--- config.mk ---
export PLATFORM = sky130hd
export DESIGN_NAME = thermostat_moving_average_control
export DESIGN_NICKNAME = d
export VERILOG_FILES = /design/src/design/tma_pkg.sv /design/src/design/thermostat_moving_average_control.sv /design/src/design/tma_ctrl.sv /design/src/design/tma_window.sv /design/src/design/tma_decide.sv
export SDC_FILE = /design/constraint.sdc
export NUM_CORES = 1
export LEC_CHECK = 0
export BUFFER_PORTS_ARGS = -buffer_cell sky130_fd_sc_hd__buf_2
export CAP_MARGIN = 20
export CORE_ASPECT_RATIO = 1.2
export CORE_UTILIZATION = 50
export CTS_BUF_LIST = sky130_fd_sc_hd__clkbuf_8
export CTS_CLUSTER_SIZE = 25
export DETAILED_ROUTE_END_ITERATION = 8
export GPL_ROUTABILITY_DRIVEN = 0
export PLACE_DENSITY = 0.71
export REMOVE_ABC_BUFFERS = 1
export SETUP_SLACK_MARGIN = 0.02
export SLEW_MARGIN = 20
export SYNTH_ARGS = -nofsm -noshare
export SYNTH_HDL_FRONTEND = slang
export SYNTH_HIERARCHICAL = 1
export SYNTH_SLANG_ARGS = --single-unit
--- constraint.sdc ---
create_clock -name clk -period 7.45 [get_ports clk]
set_clock_uncertainty 0.15 [all_clocks]
set_input_delay 1.8625 -clock clk [delete_from_list [all_inputs] [get_ports clk]]
set_output_delay 1.8625 -clock clk [all_outputs]
set_load 0.02 [all_outputs]
--- src/design/tma_pkg.sv ---
`timescale 1ns / 1ps
// Shared types and constants for the moving-average thermostat controller.
// Used by every module of the block; depends on nothing else.
package tma_pkg;

  // Field widths.
  localparam int unsigned TEMP_W   = 9;
  localparam int unsigned ADC_W    = 10;
  localparam int unsigned SUM_W    = 13;
  localparam int unsigned MARGIN_W = 6;
  localparam int unsigned MODE_W   = 2;

  // Register port geometry.
  localparam int unsigned CFG_AW = 4;
  localparam int unsigned CFG_DW = 32;

  // Register values after reset.
  localparam logic [MARGIN_W-1:0] BAND_MARGIN_RST    = 6'd5;
  localparam logic [TEMP_W-1:0]   LOWEST_SETPOINT_RST  = 9'd35;
  localparam logic [TEMP_W-1:0]   HIGHEST_SETPOINT_RST = 9'd75;
  localparam logic [TEMP_W-1:0]   START_SETPOINT_RST   = 9'd60;

  // Configuration registers.
  typedef struct packed {
    logic [MARGIN_W-1:0] band_margin;
    logic [TEMP_W-1:0]   lowest_setpoint;
    logic [TEMP_W-1:0]   highest_setpoint;
    logic [TEMP_W-1:0]   start_setpoint;
  } cfg_t;

  // One input item.
  typedef struct packed {
    logic             power_enable;
    logic             sample_valid;
    logic [ADC_W-1:0] adc_sample;
    logic             btn_up;
    logic             btn_down;
    logic             blink_phase;
    logic             setting_timeout;
  } in_item_t;

  // One result item.
  typedef struct packed {
    logic [MODE_W-1:0] mode;
    logic              heater_on;
    logic              cooler_on;
    logic              led_on;
    logic              display_on;
    logic [TEMP_W-1:0] display_value;
    logic [TEMP_W-1:0] setpoint_save;
  } out_item_t;

  // Per-item control carried down the pipeline to the decision stage.
  typedef struct packed {
    out_item_t         res;
    logic              decide;
    logic              blink;
    logic [TEMP_W-1:0] setpoint;
  } ctl_t;

  // Window update request for one item.
  typedef struct packed {
    logic              take;
    logic              prime;
    logic              stale;
    logic [TEMP_W-1:0] temp;
  } samp_t;

endpackage

--- src/design/thermostat_moving_average_control.sv ---
`timescale 1ns / 1ps
// Thermostat controller with a moving-average temperature window; the top level.
// Depends on tma_pkg, tma_ctrl, tma_window and tma_decide.
//
// The block takes one item per clock cycle unless the receiver stalls it, and
// returns one result item for each, in order: the item is decoded and the window
// memory read in the accept stage, the running sum is updated and the slot
// written back in the next, the average is formed by a reciprocal multiply in
// the third, and the dead-band compare lands in the output register in the
// fourth. The window sits in a small single-port-per-side memory; a fill count
// stands in for clearing it, so there is no clearing pass after reset. Each stage
// holds its item while the next is full, so up to four items can be in flight
// while a result waits to be taken. Registers (band margin, setpoint limits, start
// setpoint) must be written over the APB port only while the block is idle, which
// it does not enforce; a start setpoint write also loads the working setpoint.
module thermostat_moving_average_control #(
  parameter int unsigned WINDOW_LEN = 10
) (
  input  logic                        clk,
  input  logic                        rst_n,
  input  logic                        in_valid,
  output logic                        in_stall,
  input  tma_pkg::in_item_t           in_data,
  output logic                        out_valid,
  input  logic                        out_stall,
  output tma_pkg::out_item_t          out_data,
  input  logic                        psel,
  input  logic                        penable,
  input  logic                        pwrite,
  input  logic [tma_pkg::CFG_AW-1:0]  paddr,
  input  logic [tma_pkg::CFG_DW-1:0]  pwdata,
  output logic [tma_pkg::CFG_DW-1:0]  prdata,
  output logic                        pready
);
  import tma_pkg::*;

  localparam int unsigned SLOT_W = $clog2(WINDOW_LEN);

  typedef enum logic [1:0] {
    REG_BAND_MARGIN      = 2'd0,
    REG_LOWEST_SETPOINT  = 2'd1,
    REG_HIGHEST_SETPOINT = 2'd2,
    REG_START_SETPOINT   = 2'd3
  } cfg_reg_t;

  cfg_t     cfg_r;
  cfg_reg_t cfg_idx;
  logic     cfg_wr, sp_load;

  // Register port.
  assign pready  = 1'b1;
  assign cfg_idx = cfg_reg_t'(paddr[CFG_AW-1:2]);
  assign cfg_wr  = psel && penable && pwrite && pready;
  assign sp_load = cfg_wr && (cfg_idx == REG_START_SETPOINT);

  always_ff @(posedge clk) begin
    if (!rst_n) begin
      cfg_r.band_margin      <= BAND_MARGIN_RST;
      cfg_r.lowest_setpoint  <= LOWEST_SETPOINT_RST;
      cfg_r.highest_setpoint <= HIGHEST_SETPOINT_RST;
      cfg_r.start_setpoint   <= START_SETPOINT_RST;
    end else if (cfg_wr) begin
      case (cfg_idx)
        REG_BAND_MARGIN:      cfg_r.band_margin      <= pwdata[MARGIN_W-1:0];
        REG_LOWEST_SETPOINT:  cfg_r.lowest_setpoint  <= pwdata[TEMP_W-1:0];
        REG_HIGHEST_SETPOINT: cfg_r.highest_setpoint <= pwdata[TEMP_W-1:0];
        REG_START_SETPOINT:   cfg_r.start_setpoint   <= pwdata[TEMP_W-1:0];
        default: ;
      endcase
    end
  end

  always_comb begin
    case (cfg_idx)
      REG_BAND_MARGIN:      prdata = CFG_DW'(cfg_r.band_margin);
      REG_LOWEST_SETPOINT:  prdata = CFG_DW'(cfg_r.lowest_setpoint);
      REG_HIGHEST_SETPOINT: prdata = CFG_DW'(cfg_r.highest_setpoint);
      REG_START_SETPOINT:   prdata = CFG_DW'(cfg_r.start_setpoint);
      default:              prdata = '0;
    endcase
  end

  // Pipeline occupancy: each stage moves on when the one after it can take it.
  logic v1_r, v2_r, v3_r, out_valid_r;
  logic rdy_out, rdy3, rdy2, rdy1;
  logic acc, mv1, mv2, mv3;

  assign rdy_out  = !out_valid_r || !out_stall;
  assign rdy3     = !v3_r || rdy_out;
  assign rdy2     = !v2_r || rdy3;
  assign rdy1     = !v1_r || rdy2;
  assign in_stall = !rdy1;
  assign acc      = in_valid && rdy1;
  assign mv1      = v1_r && rdy2;
  assign mv2      = v2_r && rdy3;
  assign mv3      = v3_r && rdy_out;

  always_ff @(posedge clk) begin
    if (!rst_n) begin
      v1_r        <= 1'b0;
      v2_r        <= 1'b0;
      v3_r        <= 1'b0;
      out_valid_r <= 1'b0;
    end else begin
      v1_r        <= acc || (v1_r && !mv1);
      v2_r        <= mv1 || (v2_r && !mv2);
      v3_r        <= mv2 || (v3_r && !mv3);
      out_valid_r <= mv3 || (out_valid_r && out_stall);
    end
  end

  // Front stage.
  ctl_t              ctl0, ctl1_r, ctl2_r;
  samp_t             samp0, samp1_r;
  logic [SLOT_W-1:0] slot0, slot1_r;
  logic [SUM_W-1:0]  sum;

  tma_ctrl #(.WINDOW_LEN(WINDOW_LEN)) u_ctrl (
    .clk           (clk),
    .rst_n         (rst_n),
    .accept        (acc),
    .item          (in_data),
    .cfg           (cfg_r),
    .sp_load       (sp_load),
    .sp_load_value (pwdata[TEMP_W-1:0]),
    .ctl           (ctl0),
    .samp          (samp0),
    .slot          (slot0)
  );

  // Item control registers between stages.
  always_ff @(posedge clk) begin
    if (acc) begin
      ctl1_r  <= ctl0;
      samp1_r <= samp0;
      slot1_r <= slot0;
    end
    if (mv1) begin
      ctl2_r <= ctl1_r;
    end
  end

  tma_window #(.WINDOW_LEN(WINDOW_LEN)) u_window (
    .clk     (clk),
    .rst_n   (rst_n),
    .rd_en   (acc),
    .rd_slot (slot0),
    .wr_en   (mv1),
    .wr_slot (slot1_r),
    .samp    (samp1_r),
    .sum     (sum)
  );

  tma_decide #(.WINDOW_LEN(WINDOW_LEN)) u_decide (
    .clk         (clk),
    .ld_avg      (mv2),
    .ld_out      (mv3),
    .sum         (sum),
    .ctl         (ctl2_r),
    .band_margin (cfg_r.band_margin),
    .out_data    (out_data)
  );

  assign out_valid = out_valid_r;

`ifndef SYNTH
  // Input is held off only when every stage, output included, is occupied.
  a_stall_only_full: assert property (@(posedge clk) disable iff (!rst_n)
    in_stall |-> v1_r && v2_r && v3_r && out_valid_r)
    else $error("input stalled with room in the pipeline");

  // Heating and cooling are never driven together.
  a_no_heat_and_cool: assert property (@(posedge clk) disable iff (!rst_n)
    out_valid_r |-> !(out_data.heater_on && out_data.cooler_on))
    else $error("heater and cooler driven at once");
`endif

endmodule

--- src/design/tma_ctrl.sv ---
`timescale 1ns / 1ps
// Front stage: mode sequencing, setpoint adjustment and window slot bookkeeping.
// Depends on tma_pkg.
module tma_ctrl #(
  parameter int unsigned WINDOW_LEN = 10,
  localparam int unsigned SLOT_W = $clog2(WINDOW_LEN)
) (
  input  logic                       clk,
  input  logic                       rst_n,
  input  logic                       accept,
  input  tma_pkg::in_item_t          item,
  input  tma_pkg::cfg_t              cfg,
  input  logic                       sp_load,
  input  logic [tma_pkg::TEMP_W-1:0] sp_load_value,
  output tma_pkg::ctl_t              ctl,
  output tma_pkg::samp_t             samp,
  output logic [SLOT_W-1:0]          slot
);
  import tma_pkg::*;

  localparam int unsigned FILL_W = $clog2(WINDOW_LEN + 1);
  localparam logic [TEMP_W-1:0] STEP = 9'd5;
  localparam logic [TEMP_W-1:0] TEMP_MAX = 9'd511;

  localparam logic [MODE_W-1:0] MODE_CODE_OFF = 2'd0;
  localparam logic [MODE_W-1:0] MODE_CODE_REG = 2'd1;
  localparam logic [MODE_W-1:0] MODE_CODE_SET = 2'd2;

  typedef enum logic [2:0] {
    MODE_OFF = 3'b001,
    MODE_REG = 3'b010,
    MODE_SET = 3'b100
  } mode_t;

  mode_t             mode_r, mode_nxt;
  logic [TEMP_W-1:0] setpoint_r, setpoint_nxt;
  logic [TEMP_W-1:0] latest_r, latest_nxt;
  logic              primed_r, primed_nxt;
  logic [SLOT_W-1:0] slot_r, slot_nxt;
  logic [FILL_W-1:0] filled_r, filled_nxt;

  logic              up_ok, dn_ok, reg_pass, take;
  logic [TEMP_W-1:0] sp_up, sp_dn, temp;

  // Setpoint step candidates, saturating at both ends of the range.
  always_comb begin
    temp  = item.adc_sample[ADC_W-1:1];
    up_ok = item.btn_up && (setpoint_r < cfg.highest_setpoint);
    dn_ok = item.btn_down && (setpoint_r > cfg.lowest_setpoint);
    sp_up = (setpoint_r > TEMP_MAX - STEP) ? TEMP_MAX : setpoint_r + STEP;
    sp_dn = (setpoint_r < STEP) ? '0 : setpoint_r - STEP;
    reg_pass = (mode_r != MODE_SET) || item.setting_timeout;
    take = item.sample_valid;
  end

  // Next state and the part of the result that does not need the average.
  always_comb begin
    mode_nxt     = mode_r;
    setpoint_nxt = setpoint_r;
    latest_nxt   = latest_r;
    primed_nxt   = primed_r;
    slot_nxt     = slot_r;
    filled_nxt   = filled_r;
    ctl          = '0;
    samp         = '0;
    samp.temp    = temp;
    ctl.blink    = item.blink_phase;
    ctl.setpoint = setpoint_r;
    ctl.res.mode = MODE_CODE_OFF;
    ctl.res.setpoint_save = setpoint_r;
    if (!item.power_enable) begin
      mode_nxt = MODE_OFF;
    end else if (reg_pass) begin
      // Regulating pass: update the window with the new sample, if any.
      samp.take  = take;
      samp.prime = take && !primed_r;
      samp.stale = take && primed_r && (FILL_W'(slot_r) >= filled_r);
      if (take) begin
        latest_nxt = temp;
        primed_nxt = 1'b1;
        slot_nxt   = (slot_r == SLOT_W'(WINDOW_LEN - 1)) ? '0 : slot_r + 1'b1;
        if (!primed_r) begin
          filled_nxt = FILL_W'(1);
        end else if (filled_r != FILL_W'(WINDOW_LEN)) begin
          filled_nxt = filled_r + 1'b1;
        end
      end
      ctl.decide = primed_r || take;
      ctl.res.display_value = latest_nxt;
      if (item.btn_up || item.btn_down) begin
        mode_nxt = MODE_SET;
        ctl.res.mode = MODE_CODE_SET;
        ctl.res.display_on = 1'b0;
      end else begin
        mode_nxt = MODE_REG;
        ctl.res.mode = MODE_CODE_REG;
        ctl.res.display_on = 1'b1;
      end
    end else begin
      // Setting pass: up wins over down when both are pressed and up can still move.
      mode_nxt = MODE_SET;
      ctl.res.mode = MODE_CODE_SET;
      if (up_ok) begin
        setpoint_nxt = sp_up;
      end else if (dn_ok) begin
        setpoint_nxt = sp_dn;
      end
      ctl.res.display_on    = up_ok || dn_ok || item.blink_phase;
      ctl.res.display_value = setpoint_nxt;
      ctl.res.setpoint_save = setpoint_nxt;
    end
    slot = slot_r;
  end

  // Control state; a setpoint register write reloads the setpoint.
  always_ff @(posedge clk) begin
    if (!rst_n) begin
      mode_r     <= MODE_OFF;
      setpoint_r <= START_SETPOINT_RST;
      latest_r   <= '0;
      primed_r   <= 1'b0;
      slot_r     <= '0;
      filled_r   <= '0;
    end else begin
      if (sp_load) begin
        setpoint_r <= sp_load_value;
      end else if (accept) begin
        setpoint_r <= setpoint_nxt;
      end
      if (accept) begin
        mode_r   <= mode_nxt;
        latest_r <= latest_nxt;
        primed_r <= primed_nxt;
        slot_r   <= slot_nxt;
        filled_r <= filled_nxt;
      end
    end
  end

`ifndef SYNTH
  // The fill count never runs past the window length.
  a_fill_bound: assert property (@(posedge clk) disable iff (!rst_n)
    filled_r <= FILL_W'(WINDOW_LEN))
    else $error("window fill count out of range");

  // Before the first sample nothing has been assigned in the window.
  a_unprimed_empty: assert property (@(posedge clk) disable iff (!rst_n)
    !primed_r |-> (filled_r == '0) && (slot_r == '0))
    else $error("window bookkeeping moved before priming");
`endif

endmodule

--- src/design/tma_window.sv ---
`timescale 1ns / 1ps
// Sample window memory with read-modify-write of the running sum.
// Depends on tma_pkg.
module tma_window #(
  parameter int unsigned WINDOW_LEN = 10,
  localparam int unsigned SLOT_W = $clog2(WINDOW_LEN)
) (
  input  logic                      clk,
  input  logic                      rst_n,
  input  logic                      rd_en,
  input  logic [SLOT_W-1:0]         rd_slot,
  input  logic                      wr_en,
  input  logic [SLOT_W-1:0]         wr_slot,
  input  tma_pkg::samp_t            samp,
  output logic [tma_pkg::SUM_W-1:0] sum
);
  import tma_pkg::*;

  logic [TEMP_W-1:0] mem [WINDOW_LEN];
  logic [TEMP_W-1:0] rdata_r;
  logic [TEMP_W-1:0] prime_temp_r;
  logic [TEMP_W-1:0] old_temp;
  logic [SUM_W-1:0]  sum_r, sum_nxt;

  // Oldest entry is read when the item is accepted and written one stage later.
  always_ff @(posedge clk) begin
    if (rd_en) begin
      rdata_r <= mem[rd_slot];
    end
    if (wr_en && samp.take) begin
      mem[wr_slot] <= samp.temp;
    end
  end

  // Slots not yet reached after priming still hold the first temperature.
  always_ff @(posedge clk) begin
    if (wr_en && samp.prime) begin
      prime_temp_r <= samp.temp;
    end
  end

  // Running sum: the first sample stands for the whole window.
  always_comb begin
    old_temp = samp.stale ? prime_temp_r : rdata_r;
    if (samp.prime) begin
      sum_nxt = SUM_W'(SUM_W'(samp.temp) * SUM_W'(WINDOW_LEN));
    end else begin
      sum_nxt = sum_r - SUM_W'(old_temp) + SUM_W'(samp.temp);
    end
  end

  always_ff @(posedge clk) begin
    if (!rst_n) begin
      sum_r <= '0;
    end else if (wr_en && samp.take) begin
      sum_r <= sum_nxt;
    end
  end

  assign sum = sum_r;

`ifndef SYNTH
  // A read and a write-back in the same cycle never hit the same slot.
  a_no_rw_clash: assert property (@(posedge clk) disable iff (!rst_n)
    rd_en && wr_en && samp.take |-> rd_slot != wr_slot)
    else $error("window read and write collide on one slot");
`endif

endmodule

--- src/design/tma_decide.sv ---
`timescale 1ns / 1ps
// Average by reciprocal multiply, then the dead-band heat/cool decision.
// Depends on tma_pkg.
module tma_decide #(
  parameter int unsigned WINDOW_LEN = 10
) (
  input  logic                         clk,
  input  logic                         ld_avg,
  input  logic                         ld_out,
  input  logic [tma_pkg::SUM_W-1:0]    sum,
  input  tma_pkg::ctl_t                ctl,
  input  logic [tma_pkg::MARGIN_W-1:0] band_margin,
  output tma_pkg::out_item_t           out_data
);
  import tma_pkg::*;

  // Exact floor division of any SUM_W-bit value by the window length.
  localparam int unsigned SHIFT   = SUM_W + $clog2(WINDOW_LEN);
  localparam int unsigned RECIP_W = SUM_W + 2;
  localparam int unsigned PROD_W  = SUM_W + RECIP_W;
  localparam logic [RECIP_W-1:0] RECIP =
    RECIP_W'(((64'd1 << SHIFT) + WINDOW_LEN - 1) / WINDOW_LEN);

  logic [PROD_W-1:0] prod;
  logic [TEMP_W-1:0] avg_r;
  ctl_t              ctl_r;
  logic [TEMP_W:0]   sp_hi, avg_hi;
  logic              cool, heat;
  out_item_t         res;
  out_item_t         out_r;

  assign prod = PROD_W'(sum) * PROD_W'(RECIP);

  always_ff @(posedge clk) begin
    if (ld_avg) begin
      avg_r <= prod[SHIFT +: TEMP_W];
      ctl_r <= ctl;
    end
  end

  // Bang-bang decision around the setpoint with the dead band.
  always_comb begin
    sp_hi  = {1'b0, ctl_r.setpoint} + (TEMP_W + 1)'(band_margin);
    avg_hi = {1'b0, avg_r} + (TEMP_W + 1)'(band_margin);
    cool   = ({1'b0, avg_r} >= sp_hi) && (avg_r > ctl_r.setpoint);
    heat   = (avg_hi <= {1'b0, ctl_r.setpoint}) && (avg_r < ctl_r.setpoint);
    res    = ctl_r.res;
    if (ctl_r.decide) begin
      if (cool) begin
        res.cooler_on = 1'b1;
        res.led_on    = 1'b1;
      end else if (heat) begin
        res.heater_on = 1'b1;
        res.led_on    = ctl_r.blink;
      end
    end
  end

  always_ff @(posedge clk) begin
    if (ld_out) begin
      out_r <= res;
    end
  end

  assign out_data = out_r;

endmodule

==> impl_metrics.env, run 1 <==
export IMPL_worstPathArrival_ns=5.42
export IMPL_antenna_found_initial=0
export IMPL_cts_hold_fix_buffers=0
export IMPL_die_x_um=182
export IMPL_switching_share_pct=27.0
export IMPL_drt_pre_antenna_iters=5
export IMPL_wire_per_inst_um=17.5
export IMPL_cts_tree="built"
export IMPL_hold_viol=0
export IMPL_p_leak_uw=0.00873
export IMPL_synth_edff_count=262
export IMPL_path_delay_family="adder cells"
export IMPL_num_antenna_cells=0
export IMPL_crit_path_top_delay_cell="fa_1"
export IMPL_yosysSeqAreaShare_pct=48.7
export IMPL_grt_max_degree=76
export IMPL_fmax_mhz=196
export IMPL_relSlewSlack_pct=23.5
export IMPL_place_ws_ns=2.32
export IMPL_start_util_pct=51.1
export IMPL_worstHoldPathType="reg -> reg"
export IMPL_setup_ws_ns=2.35
export IMPL_grt_pass1_wl_um=63300
export IMPL_cts_buffers=54
export IMPL_grt_ovfl_total=0
export IMPL_die_area_mm2=0.0397
export IMPL_crit_chain="ha_1 -> inv_1 -> fa_1 -> inv_1 -> fa_1 -> fa_1 -> inv_1 -> fa_1 -> inv_1 -> ha_1 -> o21ai_1 -> a21oi_1 -> a221o_1 -> o2bb2ai_2 -> o41a_1 -> nand4_1"
export IMPL_rows=78
export IMPL_cts_root_buf="clkbuf_8"
export IMPL_dp_hpwl_um=28300
export IMPL_grt_pass1_vias=12500
export IMPL_fin_nets=1984
export IMPL_report_final_slew_viol_count=0
export IMPL_port_buffers=67
export IMPL_yosysWarnings=6
export IMPL_crit_required_ns=7.78
export IMPL_cp_start_kind="flip-flop"
export IMPL_path_max_fanout=7
export IMPL_seqPwrFrac_pct=49.7
export IMPL_ys_async_sr_fraction_pct=0
export IMPL_synth_area_per_cell_um2=12.0
export IMPL_rsz0062_at_grt="no"
export IMPL_cp_end_kind="flip-flop"
export IMPL_drt_initial_drc_count=893
export IMPL_core_mm2=0.0381
export IMPL_postCtsSetupRepairBufs=0
export IMPL_wirelength_um=38900
export IMPL_cap_violations=0
export IMPL_post_route_period_util_pct=68.4
export IMPL_hold_slack_ns=0.257
export IMPL_clock_sinks=342
export IMPL_viasPerCell=5.59
export IMPL_setup_violations=0
export IMPL_pwr_share_comb_pct=14.3
export IMPL_powerDensity_mw_per_mm2=206
export IMPL_pin_count=118
export IMPL_nFillCells=3178
export IMPL_switchingPower_uw=1170
export IMPL_synthToLayoutAreaGrowth_pct=8.47
export IMPL_peakVddDrop_mv=0.171
export IMPL_syn_cell_area_mm2=0.0195
export IMPL_status="finished, final reports clean"
export IMPL_synth_seq_cells=342
export IMPL_period_minus_slack_ns=5.10
export IMPL_clock_latency_ns=0.64
export IMPL_synth_main_ff_cell="edfxtp_1"
export IMPL_p_clk_share_pct=36.0
export IMPL_worst_slew_pin_slew_ns=1.15
export IMPL_critPathMaxStageDelay_ns=0.55
export IMPL_path_clk_slew_ns=0.07
export IMPL_fin_tns_setup_ns=0
export IMPL_detail_route_antenna_nets=0
export IMPL_criticalPathCategory="reg -> reg"
export IMPL_drcViolationCount=0
export IMPL_htreeDepth=2
export IMPL_clockBufferDepth=3
export IMPL_track_usage_pct=20.0
export IMPL_synth_cell_types=87
export IMPL_cts_resized=0
export IMPL_final_util_pct=55.5
export IMPL_drive_gt1_share_pct=11.9
export IMPL_path_buf_inv=4
export IMPL_syn_inst=1625
export IMPL_vias=12400
export IMPL_die_h_um=218
export IMPL_intPower_uw=3180
cell families (layout without fill, tap and decap cells):
family	count (synthesis)	count (layout)	synth area share (%)
DFF	342	342	48.7
adders and majority gates	232	232	17.0
xor gates and xnor gates	50	50	2.25
muxes	86	86	6.35
AOI/OAI and AO/OA	297	297	10.2
buffers and inverters	273	362	6.55
other	3	27	0.0579
and+or+nand+nor	342	342	8.89
synthesized netlist by cell type (all sizes together), types with 4 or more instances:
master     n  area [um^2]
or4        5         45.0
o21bai    12         90.1
nor2      72          278
clkbuf    24         90.1
mux2i     48          480
buf       67          502
fa        54         1080
inv      182          683
nand2b    15         93.8
o31ai      9         77.6
nand3b     4         30.0
a21oi     86          430
a22o       4         35.0
nor4       7         58.8
a211oi    29          238
o32ai      4         35.0
a31oi     10         62.6
nand2    116          438
nor2b     29          189
a21boi     4         30.0
o2111ai    7         61.3
xnor2     35          307
o211a      4         40.0
a21o      16          120
nor3b      6         45.0
o21a      10         75.1
and2       8         50.1
dfxtp     80         1600
ha       178         2230
a2111oi    5         45.0
edfxtp   262         7870
mux4      24          597
or3        4         25.0
nand4     14         93.8
o21ai     53          265
nand3     26          135
xor2      15          131
o211ai     9         67.6
mux2      14          158
nor3      23          148
and3       6         37.5
registers in the layout (all words and copies together) (netlist names), 12 cells and up:
register / cells
ctl2_r: 35
u_window/sum: 13
u_decide/out_data: 24
ctl1_r: 35
u_window/mem: 90
samp1_r: 12
cfg_r: 33
u_decide/ctl_r: 35
power groups by stage:
stage / sequential (uW) / clock, uW / combinational (uW)
2_1_floorplan: 2190 / 0 / 458
3_3_place_gp: 2200 / 0 / 599
3_5_place_dp: 2200 / 0 / 617
4_1_cts: 2160 / 1610 / 623
5_1_grt: 2170 / 1690 / 705
6_report: 2160 / 1570 / 623
area by class of cell:
type | count | area [um^2] | share of cell area [%]
Clock inverter | 38 | 221 | 1.05
Inverter | 182 | 683 | 3.24
Multi-Input combinational cell | 1034 | 8840 | 41.9
Sequential cell | 342 | 9470 | 44.9
Timing Repair Buffer | 79 | 425 | 2.02
Clock buffer | 63 | 867 | 4.11
Tap cell | 480 | 601 | 2.85
final timing paths:
path              slack, ns            start  depth (start not counted)                 end
hold / removal         0.26       ctl2_r[30]                          0  u_decide/ctl_r[30]
setup / recovery       2.35  u_window/sum[7]                         16   u_decide/avg_r[8]
hold reg to reg        0.26       ctl2_r[30]                          0  u_decide/ctl_r[30]
setup reg to reg       2.35  u_window/sum[7]                         16   u_decide/avg_r[8]
per-stage QoR:
step,power [uW],area [um^2],instances
after floorplan,2650,19000,1558
after global placement,2800,20000,2117
after detailed placement,2820,20000,2117
after CTS,4400,21100,2218
after global routing,4560,21100,2218
final,4350,21100,2218
worst register-to-register path: cells and delay by family, from the launching register on:
kind,cells,cell delay (ns)
buffers and inverters,4,0.23
flip-flops,1,0.42
adder cells (fa/ha/maj),6,2.78
AO/OA/AOI/OAI,5,1.27
AND/OR/NAND/NOR,1,0.10
layer usage:
layer  routed length (um)  track usage, %  vias to the layer above
li1                     -               -                     5962
met1                17200            25.9                     6005
met2                18700            34.3                      331
met3                 1680            2.65                      100
met4                 1390            7.96                        0
met5                    0               0                        -
layout by cell type, fill, tap and decap left out, types with 48 or more instances in the layout:
cell type,Yosys,final
nand2_1,115,115
mux2i_1,48,48
o21ai_0,50,50
buf_2,12,67
nor2_1,71,71
fa_1,54,54
edfxtp_1,262,262
ha_1,178,178
dfxtp_1,80,80
a21oi_1,86,86
inv_1,181,204
clkbuf_8,0,63
(Power assumes the default switching activity.)
==> run 2: changes to the inputs <==
Settings changed: PLACE_DENSITY 0.71 to 0.73.
Clock period 7.45 ns to 4.3 ns, I/O delays scaled along.
==> impl_metrics.env, run 2 (synthesized netlist as in run 1, its figures left out) <==
export IMPL_powerDensity_mw_per_mm2=357
export IMPL_hp_start="ctl1_r[18]"
export IMPL_dp_hpwl_um=30100
export IMPL_regMostFlops="u_window/mem"
export IMPL_viasPerCell=5.58
export IMPL_cts_root_buf="clkbuf_8"
export IMPL_met3_usage_pct=2.65
export IMPL_cts_tree="built"
export IMPL_relSlewSlack_pct=30.5
export IMPL_drt_initial_drc_count=850
export IMPL_grt_ovfl_total=0
export IMPL_largest_register_ffs=90
export IMPL_fmax_mhz=219
export IMPL_grt_use_met2_pct=36.2
export IMPL_seqPwrFrac_pct=47.1
export IMPL_drcViolationCount=0
export IMPL_violations="setup timing"
export IMPL_status="finished with violations"
export IMPL_pwr_share_comb_pct=17.0
export IMPL_period_minus_slack_ns=4.58
export IMPL_die_x_um=182
export IMPL_grt_pass1_wl_um=65600
export IMPL_rows=78
export IMPL_grtUsageMet1_pct=26.2
export IMPL_path_max_fanout=3
export IMPL_report_final_slew_viol_count=0
export IMPL_setup_violations=7
export IMPL_clockBufferDepth=3
export IMPL_worstHoldPathType="reg -> reg"
export IMPL_final_common_cell="edfxtp_1"
export IMPL_final_util_pct=58.2
export IMPL_fin_nets=2058
export IMPL_critPathLaunch="u_window/sum[7]"
export IMPL_drt_pre_antenna_iters=5
export IMPL_cap_violations=0
export IMPL_nFillCells=3019
export IMPL_core_mm2=0.0381
export IMPL_cts_buffers=53
export IMPL_synthToLayoutAreaGrowth_pct=13.8
export IMPL_r2r_slack_ns=-0.28
export IMPL_setup_ws_ns=-0.276
export IMPL_cp_end_kind="flip-flop"
export IMPL_grt_pass1_vias=13000
export IMPL_drive_gt1_share_pct=19.2
export IMPL_clock_latency_ns=0.60
export IMPL_die_area_mm2=0.0397
export IMPL_detail_route_antenna_nets=0
export IMPL_mostFrequentLayoutCells="262 x edfxtp_1, 189 x inv_1, 161 x ha_1"
export IMPL_rsz0062_at_grt="yes"
export IMPL_criticalPathCategory="reg -> reg"
export IMPL_intPower_uw=5830
export IMPL_start_util_pct=51.1
export IMPL_die_h_um=218
export IMPL_post_route_period_util_pct=106
export IMPL_p_leak_uw=0.00916
export IMPL_htreeDepth=2
export IMPL_p_clk_share_pct=35.9
export IMPL_grt_busiest_layer="met2"
export IMPL_crit_required_ns=4.59
export IMPL_switching_share_pct=26.2
export IMPL_worstPathArrival_ns=4.87
export IMPL_clock_sinks=342
export IMPL_antenna_found_initial=1
export IMPL_peakVddDrop_mv=0.365
export IMPL_grt_max_degree=62
export IMPL_worstHoldPathCells=0
export IMPL_pin_count=118
export IMPL_r2r_start="u_window/sum[7]"
export IMPL_track_usage_pct=20.8
export IMPL_vias=12800
export IMPL_port_buffers=67
export IMPL_hold_viol=0
export IMPL_layout_cells_non_filler=2292
export IMPL_crit_path_end="u_decide/avg_r[8]"
export IMPL_worst_slew_pin_slew_ns=1.04
export IMPL_wire_per_inst_um=17.8
export IMPL_place_ws_ns=-0.589
export IMPL_cp_start_kind="flip-flop"
export IMPL_wirelength_um=40800
export IMPL_dpl_cell_count=2187
export IMPL_switchingPower_uw=2070
export IMPL_r2r_end="u_decide/avg_r[8]"
export IMPL_path_clk_slew_ns=0.06
export IMPL_r2r_worst_path_cells=16
[run 2: cell count changes in the layout (fill, tap and decap cells not counted), moves of 7 or more]
cell     change
buf_4       +69
ha_1        -17
ha_4        +16
inv_1       -15
inv_2       +10
dfxtp_1      -9
a21oi_1      -7
a21oi_2      +7
[run 2: worst max-delay path, stage by stage, from the launching register on]
cell and delay [ns]:
dfxtp_4 0.36, ha_4 0.26, inv_2 0.04, fa_1 0.53, inv_1 0.05, fa_1 0.47, fa_1 0.51, inv_1 0.05
fa_1 0.49, inv_2 0.05, ha_4 0.23, o21ai_4 0.13, a21oi_2 0.09, a221o_1 0.36, o2bb2ai_4 0.16, o41a_1 0.42
nand4_1 0.09
[run 2: worst min-delay path by stage]
| stage | endpoint |
|---|---|
| 5_1_grt | ctl2_r[3] |
| 2_1_floorplan | ctl2_r[0] |
| 3_3_place_gp | ctl2_r[5] |
| 3_5_place_dp | ctl2_r[1] |
| 4_1_cts | ctl2_r[1] |
| 6_report | ctl2_r[18] |
[run 2: power by group through the flow]
stage	Sequential [uW]	Combinational [uW]	Clock, uW
2_1_floorplan	3790	793	0
3_3_place_gp	3790	1130	0
3_5_place_dp	3790	1180	0
4_1_cts	3730	1280	2920
5_1_grt	3730	1490	3060
6_report	3720	1340	2840
[run 2: routing by layer]
metal / wire [um] / share of wire [%] / vias up
met5: 0 / 0 / -
met4: 1400 / 3.4 / 0
met3: 1930 / 4.7 / 97
met2: 20200 / 50 / 387
met1: 17200 / 42 / 6195
li1: - / - / 6113
[run 2: stage by stage]
| step | total power, uW | setup TNS (ns) | hold slack, ns | cell area [um^2] |
|---|---|---|---|---|
| 2_1_floorplan | 4590 | -285.76 | 0.250 | 19000 |
| 3_3_place_gp | 4920 | -2.77 | 0.250 | 20500 |
| 3_5_place_dp | 4980 | -3.64 | 0.255 | 20500 |
| 4_1_cts | 7920 | -1.04 | 0.262 | 22000 |
| 5_1_grt | 8280 | -1.62 | 0.264 | 22100 |
| 6_report | 7910 | -1.09 | 0.265 | 22100 |
[run 2: timing repair]
action / CTS / global route
pin swaps: 26 / 36
hold buffers: 0 / 0
buffers inserted: 3 / 5
resized for setup: 48 / 38
setup endpoints to repair: 9 / 9
[run 2: cell type report]
type                       count  area (um^2)  share of cell area [%]
antenna                        1         2.50                  0.0113
clock buffer                  57          785                    3.54
clock inverter                42          342                    1.54
inverter                     182          683                    3.08
multi-input combinational   1034         9230                    41.7
sequential                   342         9490                    42.9
tap                          480          601                    2.71
timing repair buffer         154         1010                    4.56
==> run 3: changes to the inputs <==
Settings changed: PLACE_DENSITY 0.73 to 0.71.
Clock period 4.3 ns to 4.6 ns, I/O delays scaled along.
==> impl_metrics.env, run 3 (synthesized netlist as in run 1, its figures left out) <==
export IMPL_fin_nets=2033
export IMPL_fmax_mhz=222
export IMPL_synthToLayoutAreaGrowth_pct=11.7
export IMPL_path_buf_inv=4
export IMPL_crit_path_frequent_cell="fa_1"
export IMPL_grt_ovfl_total=0
export IMPL_die_h_um=218
export IMPL_rows=78
export IMPL_relSlewSlack_pct=28.3
export IMPL_grt_max_degree=61
export IMPL_clockBufferDepth=3
export IMPL_antenna_found_initial=1
export IMPL_drt_initial_drc_count=921
export IMPL_clock_latency_ns=0.60
export IMPL_grt_pass1_wl_um=64600
export IMPL_cts_tree="built"
export IMPL_htreeDepth=2
export IMPL_wire_per_inst_um=17.8
export IMPL_cap_violations=0
export IMPL_period_minus_slack_ns=4.51
export IMPL_setup_violations=0
export IMPL_start_util_pct=51.1
export IMPL_dp_hpwl_um=29300
export IMPL_path_clk_slew_ns=0.06
export IMPL_crit_required_ns=4.78
export IMPL_powerDensity_mw_per_mm2=328
export IMPL_detail_route_antenna_nets=0
export IMPL_cts_buffers=52
export IMPL_worstPathArrival_ns=4.69
export IMPL_track_usage_pct=20.6
export IMPL_core_mm2=0.0381
export IMPL_grt_pass1_vias=12700
export IMPL_route_met2_wl_um=19700
export IMPL_top_layer_used="met4"
export IMPL_rsz0062_at_grt="yes"
export IMPL_criticalPathCategory="reg -> reg"
export IMPL_post_route_period_util_pct=98.0
export IMPL_final_common_cell="edfxtp_1"
export IMPL_mostFrequentLayoutCells="262 x edfxtp_1, 189 x inv_1, 162 x ha_1"
export IMPL_crit_chain="ha_4 -> inv_2 -> fa_1 -> inv_1 -> fa_1 -> inv_2 -> fa_1 -> fa_1 -> inv_2 -> ha_4 -> a211oi_2 -> nand2_1 -> a221o_1 -> o2bb2ai_4 -> a211oi_2 -> xnor2_1"
export IMPL_report_final_slew_viol_count=0
export IMPL_peakVddDrop_mv=0.253
export IMPL_path_max_fanout=4
export IMPL_drive_gt1_share_pct=16.9
export IMPL_drt_pre_antenna_iters=6
export IMPL_status="finished, final reports clean"
export IMPL_p_leak_uw=0.00893
export IMPL_worstHoldPathType="reg -> reg"
export IMPL_clock_sinks=342
export IMPL_cp_start_kind="flip-flop"
export IMPL_vias=12600
export IMPL_layout_cells_non_filler=2268
export IMPL_worst_slew_pin_slew_ns=1.07
export IMPL_die_x_um=182
export IMPL_critPathMaxStageDelay_ns=0.53
export IMPL_multiInputGateArea_mm2=0.00910
export IMPL_viasPerCell=5.57
export IMPL_die_area_mm2=0.0397
export IMPL_wl_met3_um=2200
export IMPL_drcViolationCount=0
export IMPL_placed_cell_area_mm2=0.0204
export IMPL_cp_end_kind="flip-flop"
export IMPL_crit_path_top_delay_cell="fa_1"
export IMPL_cts_hold_fix_buffers=0
export IMPL_wirelength_um=40500
export IMPL_final_area_mm2=0.0217
export IMPL_dpl_cell_count=2163
export IMPL_regArea_mm2=0.00949
export IMPL_wirelength_met1_um=17100
export IMPL_regMostFlops="u_window/mem"
export IMPL_pin_count=118
export IMPL_largest_register_ffs=90
export IMPL_port_buffers=67
export IMPL_cts_root_buf="clkbuf_8"
export IMPL_path_delay_family="adder cells"
export IMPL_hold_viol=0
export IMPL_nFillCells=3090
-- run 3: through the flow --
| stage | util, % | worst slack, ns | total power [uW] | hold slack [ns] | TNS [ns] |
|---|---|---|---|---|---|
| after global placement | 53.5 | -0.163 | 4580 | 0.251 | -0.624 |
| after detailed placement | 53.5 | -0.206 | 4630 | 0.255 | -0.849 |
| after global routing | 57.1 | -0.0147 | 7460 | 0.269 | -0.0208 |
| final | 57.1 | 0.0921 | 7120 | 0.257 | 0 |
| after floorplan | - | -2.26 | 4290 | 0.250 | -231.07 |
| after CTS | 56.7 | 0.0209 | 7160 | 0.259 | 0 |
-- run 3: final timing paths --
check / from / to / slack (ns) / depth (start not counted)
setup / recovery: u_window/sum[3] / u_decide/avg_r[6] / 0.09 / 16
hold / removal: u_decide/ctl_r[26] / u_decide/out_data[15] / 0.26 / 0
setup reg to reg: u_window/sum[3] / u_decide/avg_r[6] / 0.09 / 16
hold reg to reg: u_decide/ctl_r[26] / u_decide/out_data[15] / 0.26 / 0
-- run 3: what timing repair did --
item / 4_1_cts / 5_1_grt
setup buffers: 1 / 4
endpoints found under the setup margin: 7 / 6
gates cloned: 0 / 0
resized for setup: 26 / 28
endpoints found under the hold margin: 0 / 0
pin swaps: 17 / 26
-- run 3: metal layers --
metal / global-route usage [%] / vias up
li1: - / 6069
met1: 25.4 / 6094
met2: 35.2 / 373
met3: 4.00 / 107
met4: 9.08 / 0
met5: 0 / -
-- run 3: layout make-up --
cell class              count  share of cell area (%)
clock buffers              55                    3.48
repair buffers            130                    3.74
flip-flops and latches    342                    43.7
well taps                 480                    2.76
clock inverters            43                    1.26
inverters                 182                    3.14
multi-input cells        1034                    41.9
diodes                      2                  0.0230
-- run 3: where the power goes --
group	leakage, uW	internal [uW]	switching, uW
clock network	0.000602	1290	1180
logic	0.00526	497	671
registers	0.00306	3420	65.0
total	0.00893	5200	1920
